<file path="config.mk">
export PLATFORM = sky130hd
export DESIGN_NAME = two_button_press_classifier_top
export DESIGN_NICKNAME = d
export VERILOG_FILES = /design/src/rtl/core/tbpc_pkg.sv /design/src/rtl/core/tbpc_lane.sv /design/src/rtl/core/tbpc_merge.sv /design/src/rtl/core/two_button_press_classifier_top.sv
export SDC_FILE = /design/constraint.sdc
export NUM_CORES = 1
export LEC_CHECK = 0
export ABC_AREA = 1
export BUFFER_PORTS_ARGS = -buffer_cell sky130_fd_sc_hd__buf_2
export CAP_MARGIN = 0
export CORE_ASPECT_RATIO = 1.4
export CORE_MARGIN = 2
export CORE_UTILIZATION = 62
export DETAILED_ROUTE_END_ITERATION = 12
export PLACE_DENSITY = 0.8
export SYNTH_ARGS = -nofsm -noshare
export SYNTH_HDL_FRONTEND = slang
export SYNTH_SLANG_ARGS = --single-unit
</file>
<file path="constraint.sdc">
create_clock -name i_clk -period 4.9 [get_ports i_clk]
set_clock_uncertainty 0.2 [all_clocks]
set_input_delay 0.98 -clock i_clk [delete_from_list [all_inputs] [get_ports i_clk]]
set_output_delay 0.98 -clock i_clk [all_outputs]
set_load 0.01 [all_outputs]
</file>
<file path="src/rtl/core/tbpc_pkg.sv">
`default_nettype none

package tbpc_pkg;

    localparam int unsigned TIME_W    = 32;
    localparam int unsigned LIMIT_W   = 16;
    localparam int unsigned S_TDATA_W = 40;
    localparam int unsigned M_TDATA_W = 8;
    localparam logic [LIMIT_W-1:0] LONG_PRESS_RESET = 16'd1000;

    typedef enum logic [2:0] {
        EV_NONE    = 3'd0,
        EV_A_SHORT = 3'd1,
        EV_A_LONG  = 3'd2,
        EV_B_SHORT = 3'd3,
        EV_B_LONG  = 3'd4,
        EV_COMBO   = 3'd5
    } t_event_code;

    // what one button lane found for the current poll
    typedef struct packed {
        logic fired;
        logic is_long;
    } t_lane_res;

endpackage

`default_nettype wire

</file>
<file path="src/rtl/core/tbpc_lane.sv">
`default_nettype none

module tbpc_lane
    import tbpc_pkg::*;
(
    input  wire logic               i_clk,
    input  wire logic               i_rst_n,
    input  wire logic               i_accept,
    input  wire logic               i_combo,
    input  wire logic               i_down,
    input  wire logic [TIME_W-1:0]  i_now_ms,
    input  wire logic [LIMIT_W-1:0] i_long_press_ms,
    output t_lane_res               o_res
);

    logic              r_held, n_held;
    logic              r_reported, n_reported;
    logic [TIME_W-1:0] r_press_time, n_press_time;
    logic [TIME_W-1:0] span;
    logic              over_limit;

    assign span       = i_now_ms - r_press_time;
    assign over_limit = span >= {{(TIME_W-LIMIT_W){1'b0}}, i_long_press_ms};

    always_comb begin
        n_held       = r_held;
        n_reported   = r_reported;
        n_press_time = r_press_time;
        o_res        = '0;
        if (i_combo) begin
            // combo poll only marks the press as handled
            n_reported = 1'b1;
        end else if (i_down && !r_held) begin
            n_held       = 1'b1;
            n_press_time = i_now_ms;
            n_reported   = 1'b0;
        end else if (!i_down && r_held) begin
            n_held = 1'b0;
            if (!r_reported) begin
                o_res.fired   = 1'b1;
                o_res.is_long = over_limit;
            end
        end else if (i_down && r_held && !r_reported && over_limit) begin
            n_reported    = 1'b1;
            o_res.fired   = 1'b1;
            o_res.is_long = 1'b1;
        end
    end

    always_ff @(posedge i_clk) begin
        if (!i_rst_n) begin
            r_held       <= 1'b0;
            r_reported   <= 1'b0;
            r_press_time <= '0;
        end else if (i_accept) begin
            r_held       <= n_held;
            r_reported   <= n_reported;
            r_press_time <= n_press_time;
        end
    end

endmodule

`default_nettype wire

</file>
<file path="src/rtl/core/tbpc_merge.sv">
`default_nettype none

module tbpc_merge
    import tbpc_pkg::*;
(
    input  wire logic      i_clk,
    input  wire logic      i_rst_n,
    input  wire logic      i_accept,
    input  wire logic      i_combo,
    input  wire t_lane_res i_res_a,
    input  wire t_lane_res i_res_b,
    input  wire logic      i_m_ready,
    output logic           o_ready,
    output logic           o_valid,
    output t_event_code    o_code
);

    logic        r_valid;
    t_event_code r_code, n_code;

    // output register frees up in the same cycle it is drained
    assign o_ready = !r_valid || i_m_ready;
    assign o_valid = r_valid;
    assign o_code  = r_code;

    always_comb begin
        // b wins when both lanes fire
        priority if (i_combo) begin
            n_code = EV_COMBO;
        end else if (i_res_b.fired) begin
            n_code = i_res_b.is_long ? EV_B_LONG : EV_B_SHORT;
        end else if (i_res_a.fired) begin
            n_code = i_res_a.is_long ? EV_A_LONG : EV_A_SHORT;
        end else begin
            n_code = EV_NONE;
        end
    end

    always_ff @(posedge i_clk) begin
        if (!i_rst_n) begin
            r_valid <= 1'b0;
        end else if (i_accept) begin
            r_valid <= 1'b1;
        end else if (i_m_ready) begin
            r_valid <= 1'b0;
        end
    end

    always_ff @(posedge i_clk) begin
        if (i_accept) begin
            r_code <= n_code;
        end
    end

endmodule

`default_nettype wire

</file>
<file path="src/rtl/core/two_button_press_classifier_top.sv">
// two-button press classifier
// input stream: one transaction per poll on i_s_tdata; bit 0 is button a level,
// bit 1 button b level, bits 33:2 a free-running millisecond timestamp.
// output stream: one transaction per poll, event code in o_m_tdata[2:0]
// (none, a short, a long, b short, b long, combo).
// i_cfg_we with i_cfg_wdata sets the long-press limit in ms; write only while idle.
// the result is held in the output register from the cycle after the input
// transaction. throughput is one poll per cycle while the receiver does not stall,
// set by the single subtract and compare in each button lane.
// a new poll is taken while the output register holds a result as long as the
// receiver drains it in that cycle; when the receiver stalls, o_s_tready drops
// and the held result stays unchanged.
// reset clears the press state of both buttons, empties the output register and
// sets the limit to 1000 ms.
`default_nettype none

module two_button_press_classifier_top
    import tbpc_pkg::*;
(
    input  wire logic                 i_clk,
    input  wire logic                 i_rst_n,
    input  wire logic                 i_cfg_we,
    input  wire logic [LIMIT_W-1:0]   i_cfg_wdata,
    input  wire logic                 i_s_tvalid,
    output logic                      o_s_tready,
    // button_a_down[0], button_b_down[1], now_ms[33:2], zero fill
    input  wire logic [S_TDATA_W-1:0] i_s_tdata,
    output logic                      o_m_tvalid,
    input  wire logic                 i_m_tready,
    // event_code[2:0], zero fill
    output logic [M_TDATA_W-1:0]      o_m_tdata
);

    logic [LIMIT_W-1:0] r_long_press_ms;
    logic               accept;
    logic               a_down, b_down, combo;
    logic [TIME_W-1:0]  now_ms;
    t_lane_res          res_a, res_b;
    t_event_code        code;

    assign accept = i_s_tvalid && o_s_tready;
    assign a_down = i_s_tdata[0];
    assign b_down = i_s_tdata[1];
    assign now_ms = i_s_tdata[TIME_W+1:2];
    assign combo  = a_down && b_down;

    always_ff @(posedge i_clk) begin
        if (!i_rst_n) begin
            r_long_press_ms <= LONG_PRESS_RESET;
        end else if (i_cfg_we) begin
            r_long_press_ms <= i_cfg_wdata;
        end
    end

    tbpc_lane u_lane_a (
        .i_clk           (i_clk),
        .i_rst_n         (i_rst_n),
        .i_accept        (accept),
        .i_combo         (combo),
        .i_down          (a_down),
        .i_now_ms        (now_ms),
        .i_long_press_ms (r_long_press_ms),
        .o_res           (res_a)
    );

    tbpc_lane u_lane_b (
        .i_clk           (i_clk),
        .i_rst_n         (i_rst_n),
        .i_accept        (accept),
        .i_combo         (combo),
        .i_down          (b_down),
        .i_now_ms        (now_ms),
        .i_long_press_ms (r_long_press_ms),
        .o_res           (res_b)
    );

    tbpc_merge u_merge (
        .i_clk     (i_clk),
        .i_rst_n   (i_rst_n),
        .i_accept  (accept),
        .i_combo   (combo),
        .i_res_a   (res_a),
        .i_res_b   (res_b),
        .i_m_ready (i_m_tready),
        .o_ready   (o_s_tready),
        .o_valid   (o_m_tvalid),
        .o_code    (code)
    );

    assign o_m_tdata = {{(M_TDATA_W-3){1'b0}}, code};

    a_combo_out : assert property (@(posedge i_clk) disable iff (!i_rst_n)
        accept && combo |=> o_m_tvalid && code == EV_COMBO)
        else $error("combo poll did not give combo event");

    a_accept_valid : assert property (@(posedge i_clk) disable iff (!i_rst_n)
        accept |=> o_m_tvalid)
        else $error("accepted poll gave no result");

    a_stall_only : assert property (@(posedge i_clk) disable iff (!i_rst_n)
        !o_s_tready |-> o_m_tvalid && !i_m_tready)
        else $error("input blocked without output stall");

    a_b_wins : assert property (@(posedge i_clk) disable iff (!i_rst_n)
        accept && !combo && res_b.fired |=> code == EV_B_SHORT || code == EV_B_LONG)
        else $error("button b event lost");

endmodule

`default_nettype wire

</file>
==> results of run 1 <==
==> cell type report <==
class | instances | area [sq um] | area share, %
Antenna cell | 1 | 2.50 | 0.0253
Clock buffer | 11 | 233 | 2.35
Clock inverter | 4 | 47.5 | 0.481
Inverter | 351 | 1320 | 13.3
Multi-Input combinational cell | 1127 | 5940 | 60.1
Sequential cell | 88 | 1790 | 18.1
Tap cell | 189 | 236 | 2.39
Timing Repair Buffer | 62 | 318 | 3.22
==> power by group through the flow <==
stage | Combinational, uW | Sequential (uW) | Clock (uW)
2_1_floorplan | 825 | 798 | 0
3_3_place_gp | 1060 | 798 | 0
3_5_place_dp | 1090 | 801 | 0
4_1_cts | 1100 | 785 | 694
5_1_grt | 1270 | 789 | 725
6_report | 1110 | 785 | 687
==> cells by family after synthesis <==
group / count (synthesis)
simple gates: 761
other cells: 1
flops: 88
buf+inv: 378
xor+xnor: 30
compound gates: 228
fa+ha+maj: 103
==> per-layer routing <==
layer  vias up  share of wire (%)  global-route usage (%)  wire [um]
met5         -                  0                       0          0
met3        62                4.2                    3.79       1020
li1       4989                  -                       -          -
met2       231                 48                    56.1      11800
met1      4098                 43                    37.5      10400
met4         0                5.0                    16.2       1220
==> worst max-delay path, cell delays in order <==
cell,delay [ps]
buf_2,70
inv_1,80
ha_1,240
fa_1,420
inv_1,100
nand3_1,90
nand2_2,120
nand2_1,70
nand2_2,100
nand2_1,70
nand2_2,80
xor2_1,150
ha_1,260
nand2_1,60
nor2_1,40
a211oi_1,180
nand3_1,100
nor2_1,120
nand3_1,80
nor2_1,110
nand2_1,190
nand3_1,150
nand2_1,50
nand2_1,60
nand2_1,50
nand2_1,50
nand2_1,40
==> per-stage QoR <==
step / std cells / area [sq um] / setup slack, ps
global placement: 1817 / 9600 / 415
global route: 1832 / 9880 / 264
CTS: 1832 / 9880 / 697
floorplan: 1593 / 9160 / 935
detailed placement: 1817 / 9600 / 351
finish: 1833 / 9880 / 697
==> worst max path at each step <==
stage / startpoint / to / slack, ps / depth (start not counted)
floorplan: i_s_tdata[2] / u_merge.o_code[0] / 940 / 26
finish: i_s_tdata[2] / u_merge.o_code[0] / 700 / 27
CTS: i_s_tdata[2] / u_merge.o_code[0] / 700 / 27
detailed placement: i_s_tdata[2] / u_merge.o_code[0] / 350 / 27
global route: i_s_tdata[2] / u_merge.o_code[0] / 260 / 27
global placement: i_s_tdata[2] / u_merge.o_code[0] / 410 / 27
==> placed cells by master, fill, tap and decap left out, types with 4 or more instances in the layout <==
master	count
o21bai_1	4
clkbuf_16	9
nand4_1	15
dfxtp_1	85
buf_2	59
nand3b_1	7
conb_1	5
o21ai_0	84
inv_1	340
nor2_2	9
ha_1	101
nand3_2	5
a21oi_1	132
nand2_2	23
inv_2	8
nor2_1	97
nand3_1	65
nand2_1	512
and2_1	6
nor3_1	13
xor2_1	27
and3_1	5
==> state kept, by name (all words and copies together) (netlist names) <==
name / flops
u_merge.o_valid: 1
r_long_press_ms: 16
u_lane_a.r_reported: 1
u_lane_b.r_reported: 1
u_merge.o_code: 3
u_lane_a.r_held: 1
u_lane_b.r_press_time: 32
u_lane_b.r_held: 1
u_lane_a.r_press_time: 32
==> impl_metrics.ini, run 1 <==
[cells_and_area]
fin_util_pct = 68.4
nNetsFinal = 1803
syn_to_final_growth_pct = 8.06
num-fill-cells = 1406
drive_gt1_share_pct = 7.61

[drt]
wirelength_um = 24400
wl_per_cell_um = 13.3
drt_iter0_markers = 502
vias_per_cell = 5.12
vias = 9380
dr.pass1.iters = 5
drc_errors = 0
antenna_left = 0

[sta]
post-route-period-util_pct = 85.8
tightest_slew_ps = 746
clock.fmax_mhz = 238
setup_tns_ps = 0
min_period_ps = 4200
rsz0062_at_grt = false
whs_ps = 255
max_slew_margin_pct = 50.3
finalHoldViolations = 0
setup_viol_count_final = 0
finalMaxSlewViolations = 0

[pwr]
clkPwrFrac_pct = 26.6
powerDensity_nw_per_um2 = 261
pwr-share-comb_pct = 42.9
power.switching_uw = 1030
p_sw_share_pct = 39.9
seqPwrFrac_pct = 30.4
power.internal_uw = 1550
ir_drop_v = 0.000200
totalPowerFinal_uw = 2580
leakage_uw = 0.00568

[synth]
yosys_register_bits = 88
ys_warn_count = 0
synth_fa_ha_area_share_pct = 14.3
yosysMostFrequentCell = nand2_1
synth_top_family_by_area = simple AND/OR/NAND/NOR gates
async_flop_share_pct = 0
synth_top_area_share_pct = 21.0
synthMuxAreaShare_pct = 0
avgSynthCellArea_sq_um = 5.76
netlist_area_sq_um = 9150
synth-xor-area-share_pct = 2.87
synthSimpleGateAreaFrac_pct = 34.6
synth_top_area_cell = nand2_1
synth-edff-count = 3
synth_commonest_cells = 512 x nand2_1, 340 x inv_1, 132 x a21oi_1
synth_flop_cell = dfxtp_1
synthCells = 1589
yosys-top-cells-area = nand2_1 21%, dfxtp_1 19%, inv_1 14%, ha_1 14%, a21oi_1 7.2%
synth-compound-area-share_pct = 12.9
yosysSeqAreaShare_pct = 19.6
synthDistinctLibCells = 34

[critical_path]
reg2reg_slack_ps = 1190
r2r-end = u_merge.o_code[0]
required_ps = 4820
critPathKind = in2reg
start_kind = input pin
crit_fanout = 4
worstRegToRegCells = 25
rr_startpoint = u_lane_a.r_press_time[0]
crit_path_end_kind = flip-flop
cp.arrival_ps = 4120

[grt]
antenna_found_initial = 0
grt_pass1_vias = 8593
grt_pass1_wl_um = 39900
grt_overflow = 0
grt_max_degree = 60
gr-usage-all-layers_pct = 31.8

[hold_path]
hold_start = u_lane_a.r_press_time[17]
hold_path_end = u_lane_a.r_press_time[17]
worstHoldPathCells = 2
hp-class = reg2reg

[job]
drv_cap = 0

[cts]
clockBufferDepth = 2
tritoncts = built
htreeDepth = 3
cts_root_buffer = clkbuf_16
cts_resized = 0
clk_pin_slew_ps = 70
holdBufCountCts = 0
clk_latency_ps = 360
cts.sinks = 88
cts-buffers-inserted = 9
cts_setup_buffers = 0

[placed_design]
dpl.hpwl_um = 20200
numPortBuffers = 59
place_congestion = 0.979

[floorplan]
ios = 71
rows = 52
die_x_um = 107
start_util_pct = 63.3
core_sq_um = 14400
die-area_sq_um = 15800
die_h_um = 148

[status]
status = finished, final reports clean
Note: power is estimated with default switching activity, not from simulation.
==> run 2: changes to the inputs <==
--- a/config.mk
+++ b/config.mk
@@ -5,14 +5,13 @@
 export SDC_FILE = /design/constraint.sdc
 export NUM_CORES = 1
 export LEC_CHECK = 0
-export ABC_AREA = 1
-export BUFFER_PORTS_ARGS = -buffer_cell sky130_fd_sc_hd__buf_2
 export CAP_MARGIN = 0
 export CORE_ASPECT_RATIO = 1.4
 export CORE_MARGIN = 2
-export CORE_UTILIZATION = 62
+export CORE_UTILIZATION = 65
 export DETAILED_ROUTE_END_ITERATION = 12
-export PLACE_DENSITY = 0.8
+export DONT_BUFFER_PORTS = 1
+export PLACE_DENSITY = 0.79
 export SYNTH_ARGS = -nofsm -noshare
 export SYNTH_HDL_FRONTEND = slang
 export SYNTH_SLANG_ARGS = --single-unit
==> run 2 against run 1 <==
Against the previous run:
- synthesized area is 9.5% lower
- critical path depth is 7 lower
- register-to-register slack worse by 920 ps
- global-route usage is 1.6 points higher
- first-iteration DRC count is 11% lower
- count of clock-buffer cells in the layout is 1 lower
- routed wire length is 5.1% lower
- synthesized cell count is 29% lower
- largest cell class unchanged
- power is 11% lower
==> impl_metrics.ini, run 2 <==
[status]
status = finished, final reports clean

[synth]
ys_warn_count = 0
synth_top_area_cell = dfxtp_1
synth_commonest_cells = 215 x nand2_1, 101 x ha_1, 98 x inv_1
yosys_register_bits = 88
async_flop_share_pct = 0
synth-edff-count = 3
synth_flop_cell = dfxtp_1
synthDistinctLibCells = 82
avgSynthCellArea_sq_um = 7.36
synthCells = 1125
yosysMostFrequentCell = nand2_1
netlist_area_sq_um = 8280
yosysSeqAreaShare_pct = 21.6
yosys-top-cells-area = dfxtp_1 21%, ha_1 15%, nand2_1 9.7%, a21boi_0 6.3%, a21oi_1 4.6%
synth_top_area_share_pct = 20.5

[cts]
clockBufferDepth = 2
cts_root_buffer = clkbuf_16
tritoncts = built
cts.sinks = 88
clk_latency_ps = 350
clk_pin_slew_ps = 70
cts-buffers-inserted = 9
htreeDepth = 3

[floorplan]
start_util_pct = 66.9
core_sq_um = 12400
rows = 48
die_x_um = 99.4
ios = 71
die-area_sq_um = 13700
die_h_um = 138

[drt]
drc_errors = 0
wirelength_um = 23200
antenna_left = 0
wl_per_cell_um = 18.1
vias_per_cell = 6.21
dr.pass1.iters = 5
drt_iter0_markers = 445
vias = 7943

[grt]
gr-usage-all-layers_pct = 33.4
antenna_found_initial = 0
grt_overflow = 0
grt_pass1_wl_um = 36100
grt_pass1_vias = 7579
grt_max_degree = 87

[pwr]
seqPwrFrac_pct = 33.8
totalPowerFinal_uw = 2290
ir_drop_v = 0.000183
pwr-share-comb_pct = 35.7
power.switching_uw = 829
leakage_uw = 0.00353
powerDensity_nw_per_um2 = 256
clkPwrFrac_pct = 30.5
power.internal_uw = 1460
p_sw_share_pct = 36.3

[cells_and_area]
mostFrequentLayoutCells = 214 x nand2_1, 100 x ha_1, 97 x inv_1, 85 x dfxtp_1, 73 x a21oi_1
reg.largest.list = u_lane_a.r_press_time: 32 flops, u_lane_b.r_press_time: 32 flops, r_long_press_ms: 16 flops
antenna_cells = 0
nNetsFinal = 1289
drive_gt1_share_pct = 8.14
fin_util_pct = 72.3
layout_commonest_cell = nand2_1
syn_to_final_growth_pct = 8.02
finalNonFillerCells = 1280

[sta]
rsz0062_at_grt = true
setup_viol_count_final = 0
post-route-period-util_pct = 99.7
clock.fmax_mhz = 205
whs_ps = 263
tightest_slew_ps = 1040
finalMaxSlewViolations = 0
min_period_ps = 4880
final.setup.worst_slack_ps = 16.9
max_slew_margin_pct = 30.6
finalHoldViolations = 0

[critical_path]
path_cells = inv_8 -> ha_4 -> fa_2 -> nor2b_4 -> o2111ai_2 -> a21o_1 -> nand2_2 -> a21o_1 -> a21oi_2 -> xnor2_2 -> ha_1 -> nor2b_1 -> o21ai_1 -> o221ai_1 -> or4_4 -> nor4_4 -> nand4_1 -> nand4b_4 -> o31ai_2 -> o31ai_1
start_kind = input pin
worstRegToRegCells = 19
worst-path-buf-inv = 1
crit_path_end_kind = flip-flop
required_ps = 4800
critPathKind = in2reg
cp_top_family = simple AND/OR/NAND/NOR gates
cp.arrival_ps = 4780
cp_slowest_stage_delay_ps = 560
reg2reg_slack_ps = 270
crit_fanout = 4
r2r-end = u_merge.o_code[1]
rr_startpoint = u_lane_a.r_press_time[1]
crit_path_frequent_cell = a21o_1
cp_slowest_cell = or4_4
cp.depth = 20

[placed_design]
place_congestion = 0.986
dpl.hpwl_um = 18000
numPortBuffers = 0
numPlacedInstances = 1261
pre_cts_ws_ps = -473

[hold_path]
hold_start = u_lane_a.r_press_time[25]
hold_path_end = u_lane_a.r_press_time[25]
worstHoldPathCells = 2
hp-class = reg2reg

[job]
drv_cap = 0
[run 2: cell types whose count changed after synthesis, moves of 18 or more]
cell,before,now
a21boi_0,0,69
a21o_1,0,22
a21oi_1,132,76
inv_1,340,98
nand2_1,512,215
nand2_2,23,0
nand3_1,66,14
nor2_1,97,57
nor2b_1,0,18
o21ai_0,84,54
xnor2_1,3,28
[run 2: timing repair]
item,CTS,global route
endpoints found under the hold margin,0,0
pin swaps,0,15
setup buffers,0,3
endpoints found under the setup margin,3,4
hold buffers,0,0
gates resized for setup,6,25
[run 2: kinds of logic (layout without fill, tap and decap cells)]
| group | count (synthesis) | in the layout | synth area share, % |
|---|---|---|---|
| other cells | 1 | 5 | 0.0453 |
| fa+ha+maj | 103 | 103 | 15.7 |
| mux | 16 | 16 | 1.95 |
| flops | 88 | 88 | 21.6 |
| xor+xnor | 44 | 44 | 4.65 |
| compound gates | 332 | 332 | 27.2 |
| buf+inv | 145 | 146 | 6.92 |
| simple gates | 396 | 396 | 21.9 |
[run 2: area by class of cell]
type	instances	area, sq um
clock inverters	6	50.0
fillers	1071	3430
clock buffers	10	239
repair buffers	32	240
multi-input cells	896	6060
flip-flops and latches	88	1790
well taps	150	188
inverters	98	375
[run 2: per-stage QoR]
stage | setup TNS, ps | instance area (sq um)
detailed placement | -1330 | 8500
finish | 0 | 8950
floorplan | 0 | 8300
CTS | 0 | 8800
global route | -112 | 8950
global placement | -1060 | 8500
[run 2: routing by layer]
layer	track usage [%]	part of all wire, %
met1	34.0	38
met2	63.7	51
met3	4.97	5.0
met4	19.5	6.3
met5	0	0
[run 2: worst max path at each step]
stage | end | from | slack [ps]
6_report | u_merge.o_code[1] | i_s_tdata[2] | 20
5_1_grt | u_merge.o_code[1] | i_s_tdata[2] | -110
4_1_cts | u_merge.o_code[1] | i_s_tdata[3] | 6
3_5_place_dp | u_merge.o_code[0] | i_s_tdata[2] | -470
3_3_place_gp | u_merge.o_code[0] | i_s_tdata[2] | -400
2_1_floorplan | u_merge.o_code[0] | i_s_tdata[2] | 0.6
[run 2: tightest hold or removal path, stage by stage (launching register included)]
cell and delay [ps]:
dfxtp_1 310, nand2_1 50, a21boi_0 60
[run 2: power by group through the flow]
| stage | sequential, uW | combinational (uW) | clock, uW |
|---|---|---|---|
| global route | 777 | 907 | 727 |
| detailed placement | 789 | 775 | 0 |
| CTS | 773 | 784 | 698 |
| global placement | 788 | 763 | 0 |
| floorplan | 784 | 603 | 0 |
| finish | 773 | 816 | 697 |
==> run 3: changes to the inputs <==
--- a/config.mk
+++ b/config.mk
@@ -11,7 +11,7 @@
 export CORE_UTILIZATION = 65
 export DETAILED_ROUTE_END_ITERATION = 12
 export DONT_BUFFER_PORTS = 1
-export PLACE_DENSITY = 0.79
+export PLACE_DENSITY_LB_ADDON = 0.25
 export SYNTH_ARGS = -nofsm -noshare
 export SYNTH_HDL_FRONTEND = slang
 export SYNTH_SLANG_ARGS = --single-unit
==> run 3 against run 2 <==
Against the previous run:
- routed wire length decreased by 1.2%
- critical path depth stayed put
- setup slack better by 51 ps
- non-clock buffer count rose by 4
- register-to-register slack is essentially flat
- fmax is 1.1% higher
- count of clock-buffer cells in the layout unchanged
==> impl_metrics.ini, run 3 (synthesis gave the netlist of run 2 again) <==
[floorplan]
die_h_um = 138
die-area_sq_um = 13700
core_sq_um = 12400
start_util_pct = 66.9
rows = 48
die_x_um = 99.4
ios = 71

[drt]
wl_per_cell_um = 17.8
drt_iter0_markers = 518
antenna_left = 0
wirelength_um = 22900
vias_per_cell = 6.22
vias = 7987
dr.pass1.iters = 5
drc_errors = 0

[grt]
gr-usage-all-layers_pct = 32.7
grt_overflow = 0
grt_max_degree = 87
grt_pass1_wl_um = 35800
antenna_found_initial = 0
grt_pass1_vias = 7621

[critical_path]
start_kind = input pin
cp.arrival_ps = 4710
cp_slowest_cell = or4_1
crit_fanout = 4
critPathKind = in2reg
path_cells = inv_1 -> ha_4 -> fa_2 -> nor2b_4 -> o2111ai_4 -> a21o_1 -> nand2_2 -> a21o_1 -> a21oi_1 -> xnor2_1 -> ha_1 -> and4_1 -> nand2_2 -> nand2_1 -> or4_1 -> nor4_1 -> nand4_1 -> nand4b_4 -> o31ai_2 -> o31ai_1
required_ps = 4780
worstRegToRegCells = 19
crit_path_end_kind = flip-flop
cp_slowest_stage_delay_ps = 510

[cells_and_area]
fin_util_pct = 72.7
nNetsFinal = 1293
syn_to_final_growth_pct = 8.54
reg.largest.list = u_lane_a.r_press_time: 32 flops, u_lane_b.r_press_time: 32 flops, r_long_press_ms: 16 flops
regArea_sq_um = 1790
num-fill-cells = 1071
multi_input_area_sq_um = 6070
layout_commonest_cell = nand2_1
drive_gt1_share_pct = 8.38
antenna_cells = 0
mostFrequentLayoutCells = 213 x nand2_1, 99 x ha_1, 98 x inv_1, 85 x dfxtp_1, 74 x a21oi_1

[placed_design]
place_congestion = 0.957
numPortBuffers = 0
dpl.hpwl_um = 17900
pre_cts_ws_ps = -610

[hold_path]
worstHoldPathCells = 2
hp-class = reg2reg

[sta]
finalHoldViolations = 0
min_period_ps = 4830
finalMaxSlewViolations = 0
final.setup.worst_slack_ps = 67.8
setup_viol_count_final = 0
max_slew_margin_pct = 31.4
post-route-period-util_pct = 98.6
tightest_slew_ps = 1000
clock.fmax_mhz = 207

[cts]
htreeDepth = 3
clk_latency_ps = 350
holdBufCountCts = 0
clockBufferDepth = 2
tritoncts = built
cts-buffers-inserted = 9
cts.sinks = 88
clk_pin_slew_ps = 70
cts_root_buffer = clkbuf_16

[pwr]
powerDensity_nw_per_um2 = 260
ir_drop_v = 0.000230
leakage_uw = 0.00355

[status]
status = finished, final reports clean

[job]
drv_cap = 0
run 3: cell count changes in the layout (fill, tap and decap cells not counted), moves of 2 or more:
| cell | before | now |
|---|---|---|
| or4_4 | 2 | 0 |
| clkinvlp_4 | 2 | 0 |
| or4_1 | 2 | 4 |
| buf_4 | 32 | 36 |
run 3: routing by layer:
layer  routed length, um  up-vias  GRT usage, %
li1                    -     3952             -
met1                8740     3699          34.7
met2               11700      248          60.2
met3                 954       88          4.26
met4                1510        0          21.3
met5                   0        -             0
run 3: final timing paths:
kind / startpoint / slack, ps / endpoint
setup / recovery: i_s_tdata[2] / 70 / u_merge.o_code[1]
hold / removal: u_lane_a.r_press_time[26] / 260 / u_lane_a.r_press_time[26]
setup reg to reg: u_lane_a.r_press_time[1] / 280 / u_merge.o_code[1]
hold reg to reg: u_lane_a.r_press_time[26] / 260 / u_lane_a.r_press_time[26]
run 3: where the power goes:
part	switching, uW	internal (uW)
logic	490	346
registers	19.5	754
clock network	319	405
total	828	1510
run 3: layout make-up:
| type | instances | area share [%] |
|---|---|---|
| multi-input combinational | 896 | 67.5 |
| sequential | 88 | 19.9 |
| inverter | 98 | 4.09 |
| timing repair buffer | 36 | 3.01 |
| clock buffer | 10 | 2.55 |
| tap | 150 | 2.09 |
| clock inverter | 6 | 0.849 |
run 3: stage by stage:
step                hold slack [ps]  cells  TNS [ps]  total power [uW]  cell area (sq um)
finish                          261   1284         0              2330               8990
CTS                             265   1282         0              2310               8900
floorplan                       243   1129         0              1390               8300
global route                    282   1284     -15.6              2470               8990
detailed placement              255   1263     -1710              1580               8510
global placement                248   1263     -1290              1560               8510
run 3: worst max-delay path, delay by kind of cell:
family / cells / cell delay [ps]
AO/OA/AOI/OAI: 6 / 930
XOR/XNOR: 1 / 220
adder cells (fa/ha/maj): 3 / 820
buffers and inverters: 1 / 50
AND/OR/NAND/NOR: 9 / 1700
run 3: repair_timing:
action                     CTS  global route
setup endpoints to repair    3             4
resized for setup           11            17
buffers inserted             3             2
pin swaps                   11             9
